File: src/hw/rtl/char_lcd_text_writer_defines.svh
// Assertion macros shared by the character LCD writer RTL.
`ifndef CHAR_LCD_TEXT_WRITER_DEFINES_SVH
`define CHAR_LCD_TEXT_WRITER_DEFINES_SVH

`ifndef ASSERT_OFF
`define CLCD_ASSERT(label, prop, msg) \
  label: assert property (@(posedge clk) disable iff (rst) (prop)) else $error(msg);
`define CLCD_ASSERT_RST(label, prop, msg) \
  label: assert property (@(posedge clk) (prop)) else $error(msg);
`else
`define CLCD_ASSERT(label, prop, msg)
`define CLCD_ASSERT_RST(label, prop, msg)
`endif

`endif

File: src/hw/rtl/clcd_pkg.sv
// Types, codes and constant tables of the character LCD writer.
package clcd_pkg;

  localparam int unsigned IDX_W = 4;

  localparam logic [1:0] OP_TEXT   = 2'd0;
  localparam logic [1:0] OP_CURSOR = 2'd1;
  localparam logic [1:0] OP_INIT   = 2'd2;
  localparam logic [1:0] OP_UNUSED = 2'd3;

  localparam logic [7:0] NEWLINE_CODE = 8'd10;
  localparam logic [7:0] DDRAM_CMD    = 8'h80;
  localparam logic [7:0] WAKE_CMD     = 8'h30;
  localparam logic [7:0] WIDTH4_CMD   = 8'h20;
  localparam logic [7:0] FUNC4_CMD    = 8'h28;
  localparam logic [7:0] FUNC8_CMD    = 8'h38;
  localparam logic [7:0] DISPLAY_CMD  = 8'h0F;
  localparam logic [7:0] CLEAR_CMD    = 8'h01;
  localparam logic [7:0] ENTRY_CMD    = 8'h06;

  localparam logic [4:0] FIRST_WAIT_BEFORE = 5'd20;
  localparam logic [3:0] FIRST_WAIT_AFTER  = 4'd8;
  localparam logic [3:0] WAKE_WAIT_AFTER   = 4'd4;
  localparam logic [3:0] STROBE_WAIT      = 4'd3;

  localparam logic [IDX_W-1:0] INIT_COUNT_4 = 4'd12;
  localparam logic [IDX_W-1:0] INIT_COUNT_8 = 4'd8;
  localparam logic [IDX_W-1:0] PREAMBLE_LEN = 4'd4;

  typedef struct packed {
    logic             init;
    logic             four;
    logic [7:0]       data;
    logic             rs;
    logic [IDX_W-1:0] idx;
  } job_t;

  function automatic logic [7:0] line_base(input logic [1:0] line);
    logic [7:0] base;
    unique case (line)
      2'd0: base = 8'h00;
      2'd1: base = 8'h40;
      2'd2: base = 8'h14;
      default: base = 8'h54;
    endcase
    return base;
  endfunction

  function automatic logic [7:0] init_cmd(input logic [1:0] sel, input logic four);
    logic [7:0] cmd;
    unique case (sel)
      2'd0: cmd = four ? FUNC4_CMD : FUNC8_CMD;
      2'd1: cmd = DISPLAY_CMD;
      2'd2: cmd = CLEAR_CMD;
      default: cmd = ENTRY_CMD;
    endcase
    return cmd;
  endfunction

endpackage

File: src/hw/rtl/clcd_in_if.sv
// Handshake channel that carries one LCD request item.
interface clcd_in_if;
  logic       valid;
  logic       ready;
  logic [1:0] op;
  logic [7:0] char_code;
  logic       first_of_text;
  logic [7:0] column;
  logic [7:0] row;

  modport source (output valid, op, char_code, first_of_text, column, row, input ready);
  modport sink (input valid, op, char_code, first_of_text, column, row, output ready);
endinterface

File: src/hw/rtl/clcd_out_if.sv
// Handshake channel that carries one LCD bus strobe item.
interface clcd_out_if;
  logic       valid;
  logic       ready;
  logic [7:0] bus_value;
  logic       register_select;
  logic [4:0] wait_before_ms;
  logic [3:0] wait_after_ms;
  logic       last;

  modport source (output valid, bus_value, register_select, wait_before_ms, wait_after_ms,
                  last, input ready);
  modport sink (input valid, bus_value, register_select, wait_before_ms, wait_after_ms,
                last, output ready);
endinterface

File: src/hw/rtl/char_lcd_text_writer.sv
// Character LCD writer: turns request items into bus strobe items.
//
//   channel      dir   carries
//   item_in      in    op, char_code, first_of_text, column, row
//   strobe_out   out   bus_value, register_select, waits, last
//   cfg_write_*  in    four_bit_bus mode bit
//
// One strobe leaves the output register per cycle while strobe_out is ready. An item gives
// 1 strobe for text or cursor in 8-bit mode, 2 in 4-bit mode, 8 or 12 for init.
// An item with the unused op code is taken and gives no strobe.
// The next item is taken in the cycle its predecessor's last strobe is registered.
// Reset clears the line counter, selects the 8-bit bus and empties both registers.
// A low ready on strobe_out holds the output item and the pending request.
`include "char_lcd_text_writer_defines.svh"

module char_lcd_text_writer (
  input logic        clk,
  input logic        rst,
  input logic        cfg_write_enable,
  input logic        cfg_write_data,
  clcd_in_if.sink    item_in,
  clcd_out_if.source strobe_out
);

  logic                      four_bit_bus;
  logic [1:0]                line_index;
  logic [1:0]                line_next;
  logic                      job_valid;
  clcd_pkg::job_t            job;
  clcd_pkg::job_t            job_next;
  logic [clcd_pkg::IDX_W-1:0] job_count;
  logic [clcd_pkg::IDX_W-1:0] idx_rel;
  logic [7:0]                full_byte;
  logic [7:0]                strobe_bus;
  logic                      strobe_last;
  logic                      preamble;
  logic                      out_free;
  logic                      emit;
  logic                      accept;

  assign out_free = !strobe_out.valid || strobe_out.ready;
  assign emit = job_valid && out_free;
  assign item_in.ready = !job_valid || (emit && strobe_last);
  assign accept = item_in.valid && item_in.ready;

  always_comb begin
    line_next = (item_in.first_of_text ? 2'd0 : line_index) + 2'd1;
    job_next = '0;
    job_next.four = four_bit_bus;
    unique case (item_in.op)
      clcd_pkg::OP_TEXT: begin
        if (item_in.char_code == clcd_pkg::NEWLINE_CODE) begin
          job_next.data = clcd_pkg::DDRAM_CMD + clcd_pkg::line_base(line_next);
        end else begin
          job_next.data = item_in.char_code;
          job_next.rs = 1'b1;
        end
      end
      clcd_pkg::OP_CURSOR: begin
        job_next.data = clcd_pkg::DDRAM_CMD + clcd_pkg::line_base(item_in.row[1:0])
                        + item_in.column;
      end
      clcd_pkg::OP_INIT: begin
        job_next.init = 1'b1;
      end
      default: begin
        job_next.init = 1'b0;
      end
    endcase
  end

  always_comb begin
    if (job.init) begin
      job_count = job.four ? clcd_pkg::INIT_COUNT_4 : clcd_pkg::INIT_COUNT_8;
    end else begin
      job_count = job.four ? 4'd2 : 4'd1;
    end
    idx_rel = job.idx - clcd_pkg::PREAMBLE_LEN;
    preamble = job.init && (job.idx < clcd_pkg::PREAMBLE_LEN);
    if (!job.init) begin
      full_byte = job.data;
    end else if (preamble) begin
      full_byte = (job.idx == 4'd3 && job.four) ? clcd_pkg::WIDTH4_CMD : clcd_pkg::WAKE_CMD;
    end else begin
      full_byte = clcd_pkg::init_cmd(job.four ? idx_rel[2:1] : idx_rel[1:0], job.four);
    end
    if (!job.four || preamble) begin
      strobe_bus = full_byte;
    end else if (job.idx[0]) begin
      strobe_bus = {full_byte[3:0], 4'b0000};
    end else begin
      strobe_bus = {full_byte[7:4], 4'b0000};
    end
    strobe_last = job.idx == job_count - 4'd1;
  end

  always_ff @(posedge clk) begin
    if (rst) begin
      four_bit_bus <= 1'b0;
      line_index <= 2'd0;
      job_valid <= 1'b0;
      strobe_out.valid <= 1'b0;
    end else begin
      if (cfg_write_enable) begin
        four_bit_bus <= cfg_write_data;
      end
      if (accept) begin
        job_valid <= item_in.op != clcd_pkg::OP_UNUSED;
        if (item_in.op == clcd_pkg::OP_TEXT) begin
          if (item_in.char_code == clcd_pkg::NEWLINE_CODE) begin
            line_index <= line_next;
          end else if (item_in.first_of_text) begin
            line_index <= 2'd0;
          end
        end
      end else if (emit && strobe_last) begin
        job_valid <= 1'b0;
      end
      if (emit) begin
        strobe_out.valid <= 1'b1;
      end else if (strobe_out.ready) begin
        strobe_out.valid <= 1'b0;
      end
    end
  end

  always_ff @(posedge clk) begin
    if (accept) begin
      job <= job_next;
    end else if (emit) begin
      job.idx <= job.idx + 4'd1;
    end
    if (emit) begin
      strobe_out.bus_value <= strobe_bus;
      strobe_out.register_select <= !job.init && job.rs;
      strobe_out.wait_before_ms <= (job.init && job.idx == 4'd0) ?
                                   clcd_pkg::FIRST_WAIT_BEFORE : 5'd0;
      if (job.init && job.idx == 4'd0) begin
        strobe_out.wait_after_ms <= clcd_pkg::FIRST_WAIT_AFTER;
      end else if (job.init && (job.idx == 4'd1 || job.idx == 4'd2)) begin
        strobe_out.wait_after_ms <= clcd_pkg::WAKE_WAIT_AFTER;
      end else begin
        strobe_out.wait_after_ms <= clcd_pkg::STROBE_WAIT;
      end
      strobe_out.last <= strobe_last;
    end
  end

  `CLCD_ASSERT(a_idx_in_range, job_valid |-> (job.idx < job_count), "strobe index past end")
  `CLCD_ASSERT(a_job_loaded,
               (accept && item_in.op != clcd_pkg::OP_UNUSED) |=> job_valid,
               "item not loaded")
  `CLCD_ASSERT(a_first_wait,
               (strobe_out.valid && strobe_out.wait_before_ms != 5'd0) |->
               (strobe_out.bus_value == clcd_pkg::WAKE_CMD && !strobe_out.register_select),
               "bad first init strobe")
  `CLCD_ASSERT(a_data_wait,
               (strobe_out.valid && strobe_out.register_select) |->
               (strobe_out.wait_after_ms == clcd_pkg::STROBE_WAIT),
               "bad data strobe wait")
  `CLCD_ASSERT_RST(a_reset_empty, rst |=> (!job_valid && !strobe_out.valid), "not empty after reset")

endmodule
File: src/flat_wrapper.sv
// flat-port wrapper written by rule: the top's interface ports become plain ports
module char_lcd_text_writer_flat 
  (clk, rst, cfg_write_enable, cfg_write_data, item_in_valid, item_in_op, item_in_char_code, item_in_first_of_text, item_in_column, item_in_row, item_in_ready, strobe_out_valid, strobe_out_bus_value, strobe_out_register_select, strobe_out_wait_before_ms, strobe_out_wait_after_ms, strobe_out_last, strobe_out_ready);
  clcd_in_if item_in_i ();
  clcd_out_if strobe_out_i ();
  input logic clk;
  input logic rst;
  input logic cfg_write_enable;
  input logic cfg_write_data;
  input wire logic [$bits(item_in_i.valid)-1:0] item_in_valid;
  input wire logic [$bits(item_in_i.op)-1:0] item_in_op;
  input wire logic [$bits(item_in_i.char_code)-1:0] item_in_char_code;
  input wire logic [$bits(item_in_i.first_of_text)-1:0] item_in_first_of_text;
  input wire logic [$bits(item_in_i.column)-1:0] item_in_column;
  input wire logic [$bits(item_in_i.row)-1:0] item_in_row;
  output wire logic [$bits(item_in_i.ready)-1:0] item_in_ready;
  output wire logic [$bits(strobe_out_i.valid)-1:0] strobe_out_valid;
  output wire logic [$bits(strobe_out_i.bus_value)-1:0] strobe_out_bus_value;
  output wire logic [$bits(strobe_out_i.register_select)-1:0] strobe_out_register_select;
  output wire logic [$bits(strobe_out_i.wait_before_ms)-1:0] strobe_out_wait_before_ms;
  output wire logic [$bits(strobe_out_i.wait_after_ms)-1:0] strobe_out_wait_after_ms;
  output wire logic [$bits(strobe_out_i.last)-1:0] strobe_out_last;
  input wire logic [$bits(strobe_out_i.ready)-1:0] strobe_out_ready;
  assign item_in_i.valid = item_in_valid;
  assign item_in_i.op = item_in_op;
  assign item_in_i.char_code = item_in_char_code;
  assign item_in_i.first_of_text = item_in_first_of_text;
  assign item_in_i.column = item_in_column;
  assign item_in_i.row = item_in_row;
  assign item_in_ready = item_in_i.ready;
  assign strobe_out_valid = strobe_out_i.valid;
  assign strobe_out_bus_value = strobe_out_i.bus_value;
  assign strobe_out_register_select = strobe_out_i.register_select;
  assign strobe_out_wait_before_ms = strobe_out_i.wait_before_ms;
  assign strobe_out_wait_after_ms = strobe_out_i.wait_after_ms;
  assign strobe_out_last = strobe_out_i.last;
  assign strobe_out_i.ready = strobe_out_ready;
  char_lcd_text_writer u_core (.clk(clk), .rst(rst), .cfg_write_enable(cfg_write_enable), .cfg_write_data(cfg_write_data), .item_in(item_in_i), .strobe_out(strobe_out_i));
endmodule
File: config.mk
export PLATFORM = sky130hd
export DESIGN_NAME = char_lcd_text_writer_flat
export DESIGN_NICKNAME = d
export VERILOG_FILES = /design/src/hw/rtl/clcd_pkg.sv /design/src/hw/rtl/clcd_in_if.sv /design/src/hw/rtl/clcd_out_if.sv /design/src/hw/rtl/char_lcd_text_writer.sv /design/src/flat_wrapper.sv
export VERILOG_INCLUDE_DIRS = /design/src /design/src/hw/rtl
export SDC_FILE = /design/constraint.sdc
export NUM_CORES = 1
export LEC_CHECK = 0
export BUFFER_PORTS_ARGS = -buffer_cell sky130_fd_sc_hd__buf_2
export CELL_PAD_IN_SITES_DETAIL_PLACEMENT = 2
export CELL_PAD_IN_SITES_GLOBAL_PLACEMENT = 2
export CORE_MARGIN = 2
export CORE_UTILIZATION = 33
export CTS_BUF_LIST = sky130_fd_sc_hd__clkbuf_8
export CTS_CLUSTER_SIZE = 12
export DETAILED_ROUTE_END_ITERATION = 7
export PLACE_DENSITY_LB_ADDON = 0.1
export SLEW_MARGIN = 20
export SYNTH_ARGS = -nofsm -noshare
export SYNTH_HDL_FRONTEND = slang
export SYNTH_SLANG_ARGS = --single-unit
File: constraint.sdc
create_clock -name clk -period 2.5 [get_ports clk]
set_input_delay 0.5 -clock clk [delete_from_list [all_inputs] [get_ports clk]]
set_output_delay 0.5 -clock clk [all_outputs]
set_load 0.01 [all_outputs]
After elaboration in Yosys (flattened, before gate mapping) --
Index checks and enable logic that the tools add are counted.
Storage, ports and cells: register bits after elaboration 39, bits of input ports 33, output and inout port bits 21, logic and storage cells 88
Operators by class: $add $sub $neg 7, magnitude comparators 1, eq/ne operators 14, mux-type cells 28, reduce and logical (&&, ||, !) cells 24
Operator list (number):
- 8-bit 2-to-1 mux | 8
- 7-bit one-hot mux with 3 select lines | 2
- 8-bit one-hot mux with 3 select lines | 1
- 8-bit adder, first input constant | 2
- 8-bit one-hot mux with 2 select lines | 1
- 5-bit 2-to-1 mux | 3
- 8-bit adder | 1
- 2-bit by 1-bit == test with 1-bit output, second input constant | 4
- 2-bit == test, second input constant | 4
- 4-bit by 2-bit == test with 1-bit output, second input constant | 2
- 8-bit by 4-bit == test with 1-bit output, second input constant | 1
- 1-bit logical AND | 8
- 2-bit zero test | 4
- 2-bit 2-to-1 mux | 4
- 1-bit 2-to-1 mux | 6
- 3-bit 2-to-1 mux | 2
- 4-bit by 1-bit adder with 4-bit output, second input constant | 1
- 4-bit by 1-bit == test with 1-bit output, second input constant | 1
- 4-bit == test | 1
- 1-bit zero test | 4
- 4-bit zero test | 1
- 1-bit logical OR | 4
- 4-bit by 3-bit < comparator with 1-bit output, second input constant | 1
- 4-bit 2-to-1 mux | 1
- 6 further kinds | 7

Logic depth before layout (Yosys ltp) --
word-level depth 9, depth in mapped cells 9, depth with buffers taken out 8

Worst setup path after synthesis --
No wires, ideal clock.
path type register -> register, start point reg u_core.job[2] (netlist name), end point reg u_core.job[10] (netlist name), enable pin, library setup time 0.375 ns, arrival time 1.811 ns, data required time 2.125 ns, path slack 0.313 ns, stages on the path, launching flop included 6, buffers on the path 1, period minus slack after synthesis 2.187 ns, cell sequence dfxtp_1 > buf_6 > or4b_1 > a211oi_2 > o31ai_2 > a21oi_2
On the way: word-level cells in the longest chain between the ends 4
RTL lines:
- start: declaration | line char_lcd_text_writer.sv:29 | clcd_pkg::job_t job;
- start signal: assignment | line char_lcd_text_writer.sv:129 | job <= job_next;
- 4-bit == test | line char_lcd_text_writer.sv:94 | strobe_last = job.idx == job_count - 4'd1;
- 1-bit logical AND | line char_lcd_text_writer.sv:43 | assign item_in.ready = !job_valid || (emit && strobe_last);
- 1-bit logical OR | line char_lcd_text_writer.sv:43
- 1-bit logical AND | line char_lcd_text_writer.sv:44 | assign accept = item_in.valid && item_in.ready;
- net u_core.accept | line char_lcd_text_writer.sv:39 | logic accept;
The timed path passes the listed nets, and every way through them passes these cells. A chain may end at the register's enable or synchronous reset.

Final worst setup path --
start point reg u_core.job[14] (netlist name), end point out item_in_ready
On the way: word-level cells in the longest chain between the ends 5
RTL lines:
- 4-bit 2-to-1 mux | line char_lcd_text_writer.sv:73 | if (job.init) begin
- 4-bit by 1-bit subtractor with 4-bit output | line char_lcd_text_writer.sv:94
- 4-bit == test | line char_lcd_text_writer.sv:94
- 1-bit logical AND | line char_lcd_text_writer.sv:43
- 1-bit logical OR | line char_lcd_text_writer.sv:43
- end: declaration | line flat_wrapper.sv:16 | output wire logic [$bits(item_in_i.ready)-1:0] item_in_ready;
Every way passes these cells.

==> metrics <==
H-tree depth=2; Synth Register Bits=34; Chip Width=81.35 um; GPL Wtd Cong=~0.85; die height=81.35 um; share of cells above drive strength 1=0.2917; R2R Path Start=u_core.job[13]$_DFFE_PP_; Data arrival, critical path=1.91 ns; Hold Path Depth=0; port bufs=44; clock-pin slew on the worst setup and hold paths=0.07 ns; max cap viols=0; Starting Density=0.3375; Reg area=934.6 um^2; post-synthesis cell area=1974 um^2; final clock skew=0.009611 ns; total CTS buffers=5; CTS tree=done; GRT Resource Usage Total=0.1669; CP startpoint=u_core.job[14]$_DFFE_PP_; Crit. End Element=primary output; largest net degree at the start of global routing=17; CP Class=register to primary output; Pre-antenna DRT Iters=4; worst setup margin=between 0.09 and 0.1 ns; dpl cells=304; Tcrit/Tclk final=0.9639; max-slew violation count=0; Layout area overhead=22.43%; I/O pin count=54; worst reg2reg path depth=6; number of global-route vias before repair=1749; number of DRC markers in iteration 0=58; first-pass GRT wire length=8493 um; sequential-to-total area share from yosys stat=0.4715; Post-Layout Cell Count=315; Synth cell types=45; fin nets=283; multi-input logic area=959.7 um^2; via count=1632; Gate Count Post-Synth=191; Clock Latency Late Sink=0.28 ns; Core Util, Final=0.4132; Die ar.=6618 um^2; root buffer cell=clkbuf_8; status=complete, no violations; Achievable Freq=415.0 MHz; syn_area_per_cell=10.34 um^2; EDFF count, synth=25; Core Box Area=5851 um^2; antenna-violating nets left=0; fill count=638; HPWL after DPL=4014 um; WL final=5098 um; final hold violation count=0; post-route setup TNS=0 ns; CP Data Required Time=2.00 ns; hold path startpoint=u_core.four_bit_bus$_SDFFE_PP0P_; Final min period=2.410 ns; Power Density=slightly below 600 nW/um^2; Tot Pwr=between 1 and 1.5 mW; final setup fails=0; CTS Sinks=34; Ant. Diodes=0; initial antenna violation count=0; leakage dissipation=between 0.9 and 1 nW; asr flop ratio synth=0; maximum VDD drop=approximately 0.23 mV; per-cell routed wire length=16.18 um; Startpoint Class=register; Max FO, Critical Path=4; Site Rows=28; Residual DRC=0; Setup WS pre-CTS=0.2651 ns; main flop type after synthesis=edfxtp_1; Vias per Instance=5.181; hold crit path type=register to register; Warnings, synthesis=0; Max clock buf depth=2; global route total overflow=0
-- routing by layer --
metal  routed length [um]  track usage  vias up
li1                     -            -      781
met3                  179      0.03222        4
met5                    0            0        -
met1                 2068       0.1853      808
met4                   42      0.04576        0
met2                 2807       0.3197       39
-- synth_stat cells (all sizes together), types with 2 or more instances --
master | n | area, um^2
or4 | 2 | 15.01
edfxtp | 25 | 750.7
inv | 12 | 45.04
xnor2 | 4 | 35.03
o2111ai | 2 | 17.52
o311ai | 2 | 17.52
clkbuf | 7 | 26.28
a211oi | 3 | 27.52
a221oi | 3 | 26.28
mux2i | 5 | 50.05
nand3b | 3 | 22.52
a31oi | 3 | 18.77
o21ai | 7 | 35.03
xor2 | 4 | 35.03
buf | 6 | 48.80
nand2 | 13 | 48.80
nand3 | 2 | 10.01
nor4 | 2 | 12.51
nor3 | 3 | 15.01
dfxtp | 9 | 180.2
nor2b | 4 | 25.02
nand2b | 6 | 37.54
a21oi | 16 | 83.83
and2 | 3 | 18.77
nor2 | 19 | 71.32
ha | 11 | 137.6
-- flip-flops by register name, indices dropped and copies added (netlist names) --
| name | cells |
|---|---|
| u_core.job | 15 |
| u_core.strobe_out.bus_value | 8 |
| u_core.strobe_out.wait_after_ms | 3 |
| u_core.line_index | 2 |
| u_core.four_bit_bus | 1 |
| u_core.job_valid | 1 |
| u_core.strobe_out.last | 1 |
| u_core.strobe_out.register_select | 1 |
| u_core.strobe_out.valid | 1 |
| u_core.strobe_out.wait_before_ms | 1 |
-- report_power, final --
group | leakage, nW | total (mW) | internal (mW) | switching [mW]
Combinational | 0.607 | 0.300 | 0.127 | 0.173
Sequential | 0.317 | 0.695 | 0.663 | 0.0321
Clock | 0.0524 | 0.408 | 0.218 | 0.190
-- path summary, 6_finish.rpt --
kind         slack [ns]                                       end
max                0.09                             item_in_ready
max reg2reg        0.23  u_core.strobe_out.bus_value[4]$_DFFE_PP_
min reg2reg        0.46                  u_core.job[13]$_DFFE_PP_
min                0.46                  u_core.job[13]$_DFFE_PP_
-- worst max-delay path, stage by stage, from the launching register on --
cell,delay (ns)
edfxtp_1,0.43
or4b_4,0.52
a211oi_4,0.29
o31ai_4,0.14
nand2_1,0.11
buf_2,0.13
-- timing repair --
item / 4_1_cts / 5_1_grt
gates resized for setup: 2 / 5
setup buffers: 1 / 2
endpoints found under the setup margin: 1 / 1
hold buffers: 0 / 0
hold endpoints to repair: 0 / 0
pin swaps: 1 / 1
-- metrics by stage --
stage	cell area (um^2)	hold WS, ns
5_1_grt	2417	0.4778
2_1_floorplan	1982	0.4076
3_3_place_gp	2271	0.4211
3_5_place_dp	2271	0.4353
6_report	2417	0.4563
4_1_cts	2380	0.4541
-- cells by family (layout without fill, tap and decap cells) --
group,Yosys count,after routing,share of synthesized area
AND/OR/NAND/NOR,65,65,0.1749
AO/OA/AOI/OAI,41,41,0.1489
flip-flops,34,34,0.4715
buffers and inverters,25,72,0.06084
adder cells (fa/ha/maj),11,11,0.06971
XOR/XNOR,8,8,0.03548
multiplexers,6,6,0.03676
other,1,3,0.001899
-- cell type report --
type,count,area share
multi-input combinational,134,0.3970
sequential,34,0.3866
timing repair buffer,52,0.1211
tap,75,0.03882
clock buffer,6,0.03416
inverter,12,0.01863
clock inverter,2,0.003623
-- layout by cell type, fill, tap and decap left out, types with 4 or more instances in the layout --
master and n:
buf_2 44, edfxtp_1 25, nor2_1 19, a21oi_1 15
inv_1 13, nand2_1 13, ha_1 11, buf_4 7
nand2b_1 6, clkbuf_8 6, dfxtp_1 6, mux2i_1 5
o21ai_0 5, xnor2_1 4, xor2_1 4, nor2b_1 4
(Power assumes the default switching activity.)
